## src/rtl/learning_switch_forward_defines.svh

```systemverilog
// Assertion macros for the learning switch forwarding block.
// Included by the top level; expects clk and rst_n in scope.
`ifndef LEARNING_SWITCH_FORWARD_DEFINES_SVH
`define LEARNING_SWITCH_FORWARD_DEFINES_SVH

// Same-cycle implication, disabled during reset.
`define LSF_CHECK(label, ante, cons, msg) \
    label: assert property (@(posedge clk) disable iff (!rst_n) (ante) |-> (cons)) \
        else $error(msg);

// Next-cycle implication, disabled during reset.
`define LSF_CHECK_NEXT(label, ante, cons, msg) \
    label: assert property (@(posedge clk) disable iff (!rst_n) (ante) |=> (cons)) \
        else $error(msg);

`endif

```

## src/rtl/lsf_pkg.sv

```systemverilog
// Shared types and constants of the learning switch forwarding block.
// No dependencies; used by the interfaces and the top level.
package lsf_pkg;

    localparam int MASK_W  = 8;
    localparam int PORT_W  = 3;
    localparam int CFG_W   = 4;
    localparam int TOTAL_W = 32;

    localparam logic [CFG_W-1:0] ACTIVE_PORTS_RESET = 4'd8;

    typedef enum logic [1:0] {
        ACT_UNICAST = 2'd0,
        ACT_FLOOD   = 2'd1,
        ACT_DROP    = 2'd2
    } action_t;

endpackage

```

## src/rtl/lsf_if.sv

```systemverilog
// Handshake channels of the learning switch forwarding block.
// Depends on lsf_pkg for field widths and the action code type.
interface lsf_frame_if #(parameter int ADDR_BITS = 48);
    logic                        valid;
    logic                        ready;
    logic [ADDR_BITS-1:0]        src_addr;
    logic [ADDR_BITS-1:0]        dst_addr;
    logic [lsf_pkg::PORT_W-1:0]  in_port;

    modport source (output valid, src_addr, dst_addr, in_port, input ready);
    modport sink   (input valid, src_addr, dst_addr, in_port, output ready);
endinterface

interface lsf_result_if;
    logic                        valid;
    logic                        ready;
    logic [lsf_pkg::MASK_W-1:0]  port_mask;
    lsf_pkg::action_t            action;
    logic                        learned;
    logic [lsf_pkg::TOTAL_W-1:0] forwarded_total;
    logic [lsf_pkg::TOTAL_W-1:0] flood_total;

    modport source (output valid, port_mask, action, learned, forwarded_total, flood_total,
                    input ready);
    modport sink   (input valid, port_mask, action, learned, forwarded_total, flood_total,
                    output ready);
endinterface

interface lsf_cfg_if;
    logic                       valid;
    logic                       ready;
    logic [lsf_pkg::CFG_W-1:0]  data;

    modport source (output valid, data, input ready);
    modport sink   (input valid, data, output ready);
endinterface

```

## src/rtl/lsf_ram.sv

```systemverilog
// Generic simple dual-port RAM: one write port, one registered read port.
// No dependencies.
module lsf_ram #(
    parameter int WIDTH = 51,
    parameter int DEPTH = 16
) (
    input  logic                                    clk,
    input  logic                                    we,
    input  logic [(DEPTH > 1 ? $clog2(DEPTH) : 1)-1:0] waddr,
    input  logic [WIDTH-1:0]                        wdata,
    input  logic                                    re,
    input  logic [(DEPTH > 1 ? $clog2(DEPTH) : 1)-1:0] raddr,
    output logic [WIDTH-1:0]                        rdata
);

    logic [WIDTH-1:0] mem [DEPTH];

    always_ff @(posedge clk)
    begin
        if (we)
        begin
            mem[waddr] <= wdata;
        end
        if (re)
        begin
            rdata <= mem[raddr];
        end
    end

endmodule

```

## src/rtl/learning_switch_forward.sv

```systemverilog
// Learning switch forwarding: station table scan, learn and port decision.
// Depends on lsf_pkg, lsf_if, lsf_ram and learning_switch_forward_defines.svh.
//
//  channel  dir  handshake     payload
//  cfg      in   valid/ready   data: active_ports
//  frame    in   valid/ready   src_addr, dst_addr, in_port
//  result   out  valid/ready   port_mask, action, learned, forwarded_total, flood_total
//
// A frame is accepted only in the idle state; the scan state then reads each learned
// station, followed by the tail and finish states; an empty table goes straight to finish.
// The scan is set by the single read port of the station RAM: one entry per cycle,
// compared against source and destination at once.
// Reset empties the table by clearing its fill count; no clearing pass is needed.
// The result register lets a new frame in while the previous word waits; a frame that
// finishes while the result is still held waits in the final state.
`include "learning_switch_forward_defines.svh"

module learning_switch_forward #(
    parameter int NUM_PORTS   = 8,
    parameter int TABLE_DEPTH = 16,
    parameter int ADDR_BITS   = 48
) (
    input  logic         clk,
    input  logic         rst_n,
    lsf_cfg_if.sink      cfg,
    lsf_frame_if.sink    frame,
    lsf_result_if.source result
);

    localparam int IDXW = (TABLE_DEPTH > 1) ? $clog2(TABLE_DEPTH) : 1;
    localparam int CNTW = $clog2(TABLE_DEPTH + 1);
    localparam int PW   = lsf_pkg::PORT_W;
    localparam int MW   = lsf_pkg::MASK_W;
    localparam int TW   = lsf_pkg::TOTAL_W;
    localparam int RAMW = ADDR_BITS + PW;
    localparam logic [lsf_pkg::CFG_W-1:0] PORT_LIM =
        lsf_pkg::CFG_W'((NUM_PORTS < MW) ? NUM_PORTS : MW);

    typedef enum logic [1:0] {
        S_IDLE,
        S_SCAN,
        S_TAIL,
        S_FINISH
    } state_t;

    state_t                     state_reg, state_next;
    logic [IDXW-1:0]            scan_idx_reg, scan_idx_next;
    logic                       rd_valid_reg, rd_valid_next;
    logic                       src_found_reg, src_found_next;
    logic                       dst_found_reg, dst_found_next;
    logic [PW-1:0]              dst_port_reg, dst_port_next;
    logic [CNTW-1:0]            count_reg, count_next;
    logic [lsf_pkg::CFG_W-1:0]  active_reg, active_next;
    logic [TW-1:0]              fwd_reg, fwd_next;
    logic [TW-1:0]              fld_reg, fld_next;
    logic                       out_valid_reg, out_valid_next;
    logic [MW-1:0]              out_mask_reg, out_mask_next;
    lsf_pkg::action_t           out_action_reg, out_action_next;
    logic                       out_learned_reg, out_learned_next;

    logic [ADDR_BITS-1:0]       src_reg;
    logic [ADDR_BITS-1:0]       dst_reg;
    logic [PW-1:0]              port_reg;

    logic                       ram_we;
    logic                       ram_re;
    logic [RAMW-1:0]            ram_rdata;
    logic                       hit_src;
    logic                       hit_dst;
    logic                       learn;
    logic                       dst_hit;
    logic [PW-1:0]              dst_port;
    logic [lsf_pkg::CFG_W-1:0]  limit;
    logic [MW-1:0]              flood_mask;
    logic                       frame_accept;

    lsf_ram #(
        .WIDTH (RAMW),
        .DEPTH (TABLE_DEPTH)
    ) u_table (
        .clk   (clk),
        .we    (ram_we),
        .waddr (count_reg[IDXW-1:0]),
        .wdata ({port_reg, src_reg}),
        .re    (ram_re),
        .raddr (scan_idx_reg),
        .rdata (ram_rdata)
    );

    assign cfg.ready          = 1'b1;
    assign frame.ready        = (state_reg == S_IDLE);
    assign frame_accept       = frame.valid && frame.ready;
    assign result.valid       = out_valid_reg;
    assign result.port_mask   = out_mask_reg;
    assign result.action      = out_action_reg;
    assign result.learned     = out_learned_reg;
    assign result.forwarded_total = fwd_reg;
    assign result.flood_total = fld_reg;

    assign hit_src = rd_valid_reg && (ram_rdata[ADDR_BITS-1:0] == src_reg);
    assign hit_dst = rd_valid_reg && (ram_rdata[ADDR_BITS-1:0] == dst_reg);

    assign learn    = !src_found_reg && (count_reg < CNTW'(TABLE_DEPTH));
    assign dst_hit  = dst_found_reg || (learn && (dst_reg == src_reg));
    assign dst_port = dst_found_reg ? dst_port_reg : port_reg;
    assign limit    = (active_reg > PORT_LIM) ? PORT_LIM : active_reg;

    always_comb
    begin
        for (int i = 0; i < MW; i++)
        begin
            flood_mask[i] = (lsf_pkg::CFG_W'(i) < limit) && (PW'(i) != port_reg);
        end
    end

    always_comb
    begin
        state_next       = state_reg;
        scan_idx_next    = scan_idx_reg;
        rd_valid_next    = 1'b0;
        src_found_next   = src_found_reg;
        dst_found_next   = dst_found_reg;
        dst_port_next    = dst_port_reg;
        count_next       = count_reg;
        active_next      = active_reg;
        fwd_next         = fwd_reg;
        fld_next         = fld_reg;
        out_valid_next   = out_valid_reg && !result.ready;
        out_mask_next    = out_mask_reg;
        out_action_next  = out_action_reg;
        out_learned_next = out_learned_reg;
        ram_we           = 1'b0;
        ram_re           = 1'b0;

        if (cfg.valid)
        begin
            active_next = cfg.data;
        end

        if (hit_src)
        begin
            src_found_next = 1'b1;
        end
        if (hit_dst && !dst_found_reg)
        begin
            dst_found_next = 1'b1;
            dst_port_next  = ram_rdata[RAMW-1:ADDR_BITS];
        end

        unique case (state_reg)
            S_IDLE:
            begin
                if (frame.valid)
                begin
                    src_found_next = 1'b0;
                    dst_found_next = 1'b0;
                    scan_idx_next  = '0;
                    state_next     = (count_reg == '0) ? S_FINISH : S_SCAN;
                end
            end
            S_SCAN:
            begin
                ram_re        = 1'b1;
                rd_valid_next = 1'b1;
                if (CNTW'(scan_idx_reg) == CNTW'(count_reg - CNTW'(1)))
                begin
                    state_next = S_TAIL;
                end
                else
                begin
                    scan_idx_next = scan_idx_reg + IDXW'(1);
                end
            end
            S_TAIL:
            begin
                state_next = S_FINISH;
            end
            S_FINISH:
            begin
                if (!out_valid_reg || result.ready)
                begin
                    ram_we           = learn;
                    count_next       = count_reg + CNTW'(learn);
                    out_valid_next   = 1'b1;
                    out_learned_next = learn;
                    if (dst_hit && (dst_port != port_reg))
                    begin
                        out_mask_next   = MW'(1) << dst_port;
                        out_action_next = lsf_pkg::ACT_UNICAST;
                        fwd_next        = fwd_reg + TW'(1);
                    end
                    else if (dst_hit)
                    begin
                        out_mask_next   = '0;
                        out_action_next = lsf_pkg::ACT_DROP;
                    end
                    else
                    begin
                        out_mask_next   = flood_mask;
                        out_action_next = lsf_pkg::ACT_FLOOD;
                        if (flood_mask != '0)
                        begin
                            fwd_next = fwd_reg + TW'(1);
                            fld_next = fld_reg + TW'(1);
                        end
                    end
                    state_next = S_IDLE;
                end
            end
            default:
            begin
                state_next = S_IDLE;
            end
        endcase
    end

    always_ff @(posedge clk or negedge rst_n)
    begin
        if (!rst_n)
        begin
            state_reg       <= S_IDLE;
            scan_idx_reg    <= '0;
            rd_valid_reg    <= 1'b0;
            src_found_reg   <= 1'b0;
            dst_found_reg   <= 1'b0;
            dst_port_reg    <= '0;
            count_reg       <= '0;
            active_reg      <= lsf_pkg::ACTIVE_PORTS_RESET;
            fwd_reg         <= '0;
            fld_reg         <= '0;
            out_valid_reg   <= 1'b0;
            out_mask_reg    <= '0;
            out_action_reg  <= lsf_pkg::ACT_UNICAST;
            out_learned_reg <= 1'b0;
        end
        else
        begin
            state_reg       <= state_next;
            scan_idx_reg    <= scan_idx_next;
            rd_valid_reg    <= rd_valid_next;
            src_found_reg   <= src_found_next;
            dst_found_reg   <= dst_found_next;
            dst_port_reg    <= dst_port_next;
            count_reg       <= count_next;
            active_reg      <= active_next;
            fwd_reg         <= fwd_next;
            fld_reg         <= fld_next;
            out_valid_reg   <= out_valid_next;
            out_mask_reg    <= out_mask_next;
            out_action_reg  <= out_action_next;
            out_learned_reg <= out_learned_next;
        end
    end

    always_ff @(posedge clk)
    begin
        if (frame_accept)
        begin
            src_reg  <= frame.src_addr[ADDR_BITS-1:0];
            dst_reg  <= frame.dst_addr[ADDR_BITS-1:0];
            port_reg <= frame.in_port;
        end
    end

    `LSF_CHECK(a_count_bound, 1'b1, count_reg <= CNTW'(TABLE_DEPTH),
        "station count beyond table depth")
    `LSF_CHECK_NEXT(a_accept_busy, frame_accept, state_reg != S_IDLE,
        "frame accepted but block still idle")
    `LSF_CHECK_NEXT(a_learn_count, ram_we, count_reg == $past(count_reg) + CNTW'(1),
        "table write without count advance")
    `LSF_CHECK(a_scan_range, state_reg == S_SCAN, CNTW'(scan_idx_reg) < count_reg,
        "scan beyond learned entries")
    `LSF_CHECK(a_drop_mask, out_valid_reg && (out_action_reg == lsf_pkg::ACT_DROP),
        out_mask_reg == '0, "dropped frame carries a port mask")

endmodule
```

## src/flat_wrapper.sv

```systemverilog
// flat-port wrapper written by rule: the top's interface ports become plain ports
module learning_switch_forward_flat 
#(
    parameter int NUM_PORTS   = 8,
    parameter int TABLE_DEPTH = 16,
    parameter int ADDR_BITS   = 48
)
  (clk, rst_n, cfg_valid, cfg_data, cfg_ready, frame_valid, frame_src_addr, frame_dst_addr, frame_in_port, frame_ready, result_valid, result_port_mask, result_action, result_learned, result_forwarded_total, result_flood_total, result_ready);
  lsf_cfg_if cfg_i ();
  lsf_frame_if #(.ADDR_BITS(ADDR_BITS)) frame_i ();
  lsf_result_if result_i ();
  input  logic clk;
  input  logic rst_n;
  input wire logic [$bits(cfg_i.valid)-1:0] cfg_valid;
  input wire logic [$bits(cfg_i.data)-1:0] cfg_data;
  output wire logic [$bits(cfg_i.ready)-1:0] cfg_ready;
  input wire logic [$bits(frame_i.valid)-1:0] frame_valid;
  input wire logic [$bits(frame_i.src_addr)-1:0] frame_src_addr;
  input wire logic [$bits(frame_i.dst_addr)-1:0] frame_dst_addr;
  input wire logic [$bits(frame_i.in_port)-1:0] frame_in_port;
  output wire logic [$bits(frame_i.ready)-1:0] frame_ready;
  output wire logic [$bits(result_i.valid)-1:0] result_valid;
  output wire logic [$bits(result_i.port_mask)-1:0] result_port_mask;
  output wire logic [$bits(result_i.action)-1:0] result_action;
  output wire logic [$bits(result_i.learned)-1:0] result_learned;
  output wire logic [$bits(result_i.forwarded_total)-1:0] result_forwarded_total;
  output wire logic [$bits(result_i.flood_total)-1:0] result_flood_total;
  input wire logic [$bits(result_i.ready)-1:0] result_ready;
  assign cfg_i.valid = cfg_valid;
  assign cfg_i.data = cfg_data;
  assign cfg_ready = cfg_i.ready;
  assign frame_i.valid = frame_valid;
  assign frame_i.src_addr = frame_src_addr;
  assign frame_i.dst_addr = frame_dst_addr;
  assign frame_i.in_port = frame_in_port;
  assign frame_ready = frame_i.ready;
  assign result_valid = result_i.valid;
  assign result_port_mask = result_i.port_mask;
  assign result_action = result_i.action;
  assign result_learned = result_i.learned;
  assign result_forwarded_total = result_i.forwarded_total;
  assign result_flood_total = result_i.flood_total;
  assign result_i.ready = result_ready;
  learning_switch_forward #(.NUM_PORTS(NUM_PORTS), .TABLE_DEPTH(TABLE_DEPTH), .ADDR_BITS(ADDR_BITS)) u_core (.clk(clk), .rst_n(rst_n), .cfg(cfg_i), .frame(frame_i), .result(result_i));
endmodule
```

## config.mk

```make
export PLATFORM = sky130hd
export DESIGN_NAME = learning_switch_forward_flat
export DESIGN_NICKNAME = d
export VERILOG_FILES = /design/src/rtl/lsf_pkg.sv /design/src/rtl/lsf_if.sv /design/src/rtl/lsf_ram.sv /design/src/rtl/learning_switch_forward.sv /design/src/flat_wrapper.sv
export VERILOG_INCLUDE_DIRS = /design/src /design/src/rtl
export SDC_FILE = /design/constraint.sdc
export NUM_CORES = 1
export LEC_CHECK = 0
export BUFFER_PORTS_ARGS = -buffer_cell sky130_fd_sc_hd__buf_2
export CORE_MARGIN = 5
export CORE_UTILIZATION = 55
export DETAILED_ROUTE_END_ITERATION = 8
export GPL_TIMING_DRIVEN = 1
export PLACE_DENSITY = 0.69
export SLEW_MARGIN = 20
export SYNTH_ARGS = -nofsm -noshare
export SYNTH_HDL_FRONTEND = slang
export SYNTH_SLANG_ARGS = --single-unit
```

## constraint.sdc

```tcl
create_clock -name clk -period 7 [get_ports clk]
set_clock_uncertainty 0.2 [all_clocks]
set_input_delay 0.7 -clock clk [delete_from_list [all_inputs] [get_ports clk]]
set_output_delay 0.7 -clock clk [all_outputs]
set_load 0.05 [all_outputs]
```

==> impl_metrics.toml, run 1 <==
[drt]
viasPerCell = 6.14
ant_nets = 0
wirelength_um = 108000
drc = 0
dr.pass1.iters = 5
drt_iter0_drc = 2816
vias = 23700
post_drt_wl_per_cell_um = 28.0

[clocking]
clkSlewWorstSetupHoldPaths_ps = 60
cts_sinks = 1063
cts_root_buf = "clkbuf_16"
clock_latency_ps = 670
cts_buffers = 107
clock_path_buffers = 3
htree_levels = 3
post_cts_buffers = 0
tritoncts = "yes"

[worst_setup_path]
crit_path_frequent_cell = "nand2_1"
critPathMaxFanout = 29
worstPathCellList = "ha_1 > nand2_1 > nor3_1 > nand2_1 > nor2_4 > buf_4"
slowest_delay_ps = 820
critPathLaunchType = "register"
cp-end-kind = "register"
arrival_ps = 4100
cpMaxStageDelayCell = "nor2_4"
crit_required_ps = 7110
path_class = "register to register"

[place]
place.gp.congestion = 0.933
portBuffers = 184
hpwl_um = 66400
placedInstanceArea_um2 = 44900

[sta]
fin_hold_ws_ps = 32.1
period_share = 0.569
max_slew.worst_pin.slew_ps = 1110
hold_viol = 0
finalSetupTns_ps = 0
max_freq_mhz = 251
max_slew_margin = 0.261
drv_slew = 0
grt_setup_unrepaired = "false"
setup_viol = 0
period_minus_slack_ps = 3980

[synthesis]
syn_area_per_cell_um2 = 17.7
synth_fp_nets = 2514
synth-main-ff-cell = "edfxtp_1"
synth_commonest_cells = "edfxtp_1, mux2i_1, xor2_1, o21ai_0, mux4_2"
ys.warnings.count = 0
synth_mux_area_frac = 0.107
synth-seq-area-share = 0.741
synth_compound_gate_area_share = 0.0564
synth-xor-area-share = 0.0415
ys_types = 60
synth-edff-count = 966
ys_ff_latch = 1063
synth_top_family_by_area = "multiplexers"
synth_area_um2 = 42400
synth.largest_area_cell = "edfxtp_1"
syn_inst = 2393
synth.most_common_cell = "edfxtp_1"
synth_top_cell_area_share = 0.684
synthTopCellsByArea = "edfxtp_1, dfrtp_1, mux4_2"
synth_fa_ha_area_frac = 0.00383
yosys.area_share.simple = 0.0357
synth-async-reset-ratio = 0.0913

[grt]
grtUsageTotal = 0.259
grt-ovfl-total = 0
grt_pass1_vias = 23300
grt_pass1_wl_um = 156000
antenna_found_initial = 1
grt_max_degree = 86

[power_and_ir_drop]
p_per_area_nw_per_um2 = 363
p_leak_nw = 17.1
vdd_ir_drop_max_uv = 325

[min_path]
hp-class = "input port to register"

[finish]
fill_cells = 5210
syn_to_final_growth_pct = 16.1
design_area_um2 = 49200
reg.largest.list = "u_core.u_table.mem (816), u_core.u_table.rdata (51)"
max_flop_register = "u_core.u_table.mem"
multi_input_comb_area_um2 = 10500
drive_above_1_share = 0.214
largest_register_ffs = 816
seq_area_um2 = 31400
nNetsFinal = 2856

[run]
cap_violations = 0

[floorplan]
core_area_um2 = 76200
die_h_um = 288
ios = 186
row_count = 101
die_w_um = 288
dieArea_um2 = 82800
initial_core_util = 0.557

[status]
status = "completed"
==> power breakdown <==
part | leakage [nW] | internal, W | switching [W] | total [W]
logic | 5.47 | 0.00154 | 0.00245 | 0.00399
clock network | 1.69 | 0.00322 | 0.00236 | 0.00558
registers | 9.97 | 0.00762 | 0.000681 | 0.00831
total | 17.1 | 0.0124 | 0.00549 | 0.0179
==> critical path, delay by kind of cell, from the launching register on <==
kind                     cells  cell delay [ps]
adder cells (fa/ha/maj)      1              190
AND/OR/NAND/NOR              4             2290
buffers and inverters        1              510
flip-flops                   1              380
==> path summary, 6_finish.rpt <==
kind	from	to	slack (ps)	cells after the start
setup / recovery	u_core.state_reg[0]	u_core.u_table.mem[10][36]	3020	6
hold / removal	frame_src_addr[16]	u_core.src_reg[16]	30	1
setup reg to reg	u_core.state_reg[0]	u_core.u_table.mem[10][36]	3020	6
hold reg to reg	u_core.result.flood_total[31]	u_core.result.flood_total[31]	270	1
max in group asynchronous	rst_n	u_core.scan_idx_reg[0]	4970	3
min in group asynchronous	rst_n	u_core.result.flood_total[22]	270	2
==> area by class of cell <==
type                       instances  share of cell area
tap                             1030              0.0262
inverter                          39             0.00302
clock buffer                     131              0.0562
clock inverter                    69              0.0136
multi-input combinational       1178               0.213
sequential                      1063               0.639
antenna                            1           0.0000508
timing repair buffer             346              0.0491
==> repair_timing <==
item,4_1_cts,5_1_grt
gates resized for setup,0,0
hold endpoints to repair,115,0
hold buffers,92,0
==> layout by cell type, fill, tap and decap left out, types with 17 or more instances in the layout <==
| master | n |
|---|---|
| edfxtp_1 | 966 |
| buf_2 | 183 |
| mux2i_1 | 157 |
| xor2_1 | 139 |
| o21ai_0 | 114 |
| clkbuf_16 | 107 |
| mux4_2 | 102 |
| dlygate4sd3_1 | 92 |
| dfrtp_1 | 92 |
| nand2_1 | 88 |
| a21oi_1 | 70 |
| buf_4 | 63 |
| xnor2_1 | 62 |
| mux2_2 | 60 |
| a221oi_1 | 53 |
| a22oi_1 | 53 |
| nor4_1 | 48 |
| inv_1 | 38 |
| nand4_1 | 31 |
| nor2_1 | 25 |
| clkinv_2 | 25 |
| clkinv_1 | 25 |
| nand3_1 | 24 |
| clkbuf_1 | 24 |
| a2111oi_0 | 17 |
==> per-stage QoR <==
step / setup slack (ps) / total power, W / instances / utilization
5_1_grt: 2770 / 0.0185 / 3856 / 0.646
2_1_floorplan: 1270 / 0.0108 / 2393 / -
3_3_place_gp: 2650 / 0.0123 / 3560 / 0.589
3_5_place_dp: 2600 / 0.0123 / 3560 / 0.589
4_1_cts: 2980 / 0.0179 / 3852 / 0.646
6_report: 3020 / 0.0179 / 3857 / 0.646
==> logic make-up (layout without fill, tap and decap cells) <==
family	count (synthesis)	after routing
flops	1063	1063
xor+xnor	201	201
simple gates	295	295
fa+ha+maj	13	13
mux	319	319
other cells	1	2
compound gates	349	349
buf+inv	152	585
==> layer usage <==
| layer | track usage | wire length (µm) |
|---|---|---|
| met1 | 0.373 | 44000 |
| met2 | 0.390 | 49300 |
| met3 | 0.0812 | 12200 |
| met4 | 0.0687 | 2530 |
| met5 | 0 | 0 |
Note: power is estimated with default switching activity, not from simulation.
==> run 2, diff against run 1 <==
ABC_AREA = 1   (was default)
clock period = 3.93 ns   (was 7 ns; I/O delays follow)
==> run 2 against run 1 <==
- clock-buffer cell count is the same
- critical endpoint is now u_core.result.forwarded_total[1]
- critical path type unchanged
- core utilization about the same
- sequential power grew 77%
- die area up 3.5%
- largest power group unchanged
- cell count increased by 32%
- synthesized area is 3.6% higher
==> impl_metrics.toml, run 2 <==
[place]
hpwl_um = 69400
portBuffers = 184
dp_slack_ps = 748
placedInstanceArea_um2 = 46500
place_inst = 4795
place.gp.congestion = 0.935

[grt]
grt_pass1_vias = 29600
grt_pass1_wl_um = 185000
grt_max_degree = 179
grt-ovfl-total = 0
grtUsageTotal = 0.285
antenna_found_initial = 0

[synthesis]
ys.warnings.count = 0
synth_area_um2 = 43900
ys_ff_latch = 1063
synth_fp_nets = 3772
synth.largest_area_cell = "edfxtp_1"
synth-main-ff-cell = "edfxtp_1"
synth-seq-area-share = 0.715
syn_inst = 3651
synth_commonest_cells = "edfxtp_1, nand2_1, nor2_1, o21ai_0, inv_1"
syn_area_per_cell_um2 = 12.0
synthTopCellsByArea = "edfxtp_1, nand2_1, dfrtp_1"
ys_types = 46
synth-async-reset-ratio = 0.0913
synth-edff-count = 966
synth.most_common_cell = "edfxtp_1"
synth_top_cell_area_share = 0.660

[finish]
design_area_um2 = 51100
layoutNonFillerInstCount = 5105
syn_to_final_growth_pct = 16.4
final_common_cell = "edfxtp_1"
drive_above_1_share = 0.129
fin_util = 0.646
reg.largest.list = "u_core.u_table.mem (816), u_core.u_table.rdata (51)"
n_antenna_cell = 0
nNetsFinal = 4089
final_cell_mix = "edfxtp_1, nand2_1, nor2_1"
max_flop_register = "u_core.u_table.mem"
largest_register_ffs = 816

[sta]
period_share = 0.823
grt_setup_unrepaired = "false"
hold_viol = 0
setup_viol = 0
fin_hold_ws_ps = 96.7
drv_slew = 0
max_freq_mhz = 309
period_minus_slack_ps = 3230
max_slew_margin = 0.322
setup_slack_ps = 697
max_slew.worst_pin.slew_ps = 1020

[clocking]
tritoncts = "yes"
cts_root_buf = "clkbuf_16"
post_cts_buffers = 0
clock_latency_ps = 690
cts_sinks = 1063
clkSlewWorstSetupHoldPaths_ps = 60
cts_buffers = 107
clock_path_buffers = 3
ctsResizeCount = 0
htree_levels = 3

[drt]
drt_iter0_drc = 3740
dr.pass1.iters = 5
post_drt_wl_per_cell_um = 24.4
viasPerCell = 6.03
drc = 0
ant_nets = 0
wirelength_um = 125000
vias = 30800

[worst_setup_path]
cp-startpoint = "u_core.src_reg[17]"
critPathMaxFanout = 42
cp-end-kind = "register"
critPathLaunchType = "register"
crit_required_ps = 4290
arrival_ps = 3590
timing.rr.start = "u_core.src_reg[17]"
path_class = "register to register"

[floorplan]
core_area_um2 = 79100
initial_core_util = 0.555
dieArea_um2 = 85600
row_count = 103
ios = 186
die_h_um = 293
die_w_um = 293

[run]
cap_violations = 0

[min_path]
hp-class = "input port to asynchronous set/reset pin"

[power_and_ir_drop]
p_leak_nw = 18.9
vdd_ir_drop_max_uv = 516
p_per_area_nw_per_um2 = 601

[status]
status = "completed"
## run 2: cell count changes after synthesis, moves of 52 or more
cell and delta:
inv_1 +121, nor2_1 +318, mux2i_1 -157, a21oi_1 +52
o21ai_1 +58, mux4_2 -102, nand2_1 +719, a22oi_1 -53
o21ai_0 +138, nand3_1 +128, mux2_2 -60, xor2_1 -74
o22ai_1 +80
## run 2: per-stage QoR
| step | power, W | TNS [ps] |
|---|---|---|
| floorplan | 0.0184 | -76140 |
| global placement | 0.0206 | 0 |
| detailed placement | 0.0207 | 0 |
| CTS | 0.0307 | 0 |
| global route | 0.0319 | 0 |
| finish | 0.0308 | 0 |
## run 2: area by class of cell
type / count / area (µm²)
Clock buffer: 131 / 2790
Clock inverter: 65 / 666
Fill cell: 5873 / 28000
Inverter: 176 / 679
Multi-Input combinational cell: 2238 / 11200
Sequential cell: 1063 / 31400
Tap cell: 1050 / 1310
Timing Repair Buffer: 382 / 3060
## run 2: metal layers
layer	vias up	GRT usage	wire length, µm
li1	13700	-	-
met1	15000	0.403	48400
met2	1788	0.456	58500
met3	308	0.0472	13000
met4	0	0.0989	4680
met5	-	0	0
## run 2: report_power, final
part	internal (W)	switching (W)
logic	0.00163	0.00432
registers	0.0138	0.000986
clock network	0.00577	0.00430
## run 2: final timing paths
check	to	slack, ps	cells after the start
max	u_core.result.forwarded_total[1]	700	13
min	u_core.result.flood_total[11]	100	2
max reg2reg	u_core.result.forwarded_total[1]	700	13
min reg2reg	u_core.result.port_mask[6]	290	2
max in group asynchronous	u_core.rd_valid_reg	2690	3
min in group clk	u_core.dst_reg[31]	220	2
## run 2: cells by family (layout without fill, tap and decap cells)
family / count (synthesis) / in the layout / share of synthesized area
AOI/OAI and AO/OA: 630 / 630 / 0.0835
xor gates and xnor gates: 105 / 105 / 0.0209
adders and majority gates: 13 / 13 / 0.00370
buffers and inverters: 350 / 754 / 0.0333
DFF: 1063 / 1063 / 0.715
other: 1 / 1 / 0.0000853
and+or+nand+nor: 1489 / 1489 / 0.143
## run 2: critical path: stages (launching register included)
cell	delay, ps
edfxtp_1	680
nand2_1	360
nand2_1	320
nor2_1	80
nand2_1	70
nor2_1	40
nand2_1	110
nor2_2	50
nand2_2	200
nand3_2	150
nand2_4	350
nand2_4	260
nand2_1	140
nand2_1	60
## run 2: timing repair
item                       CTS  global route
hold endpoints to repair   153             0
hold buffers               114             0
setup endpoints to repair    0             0
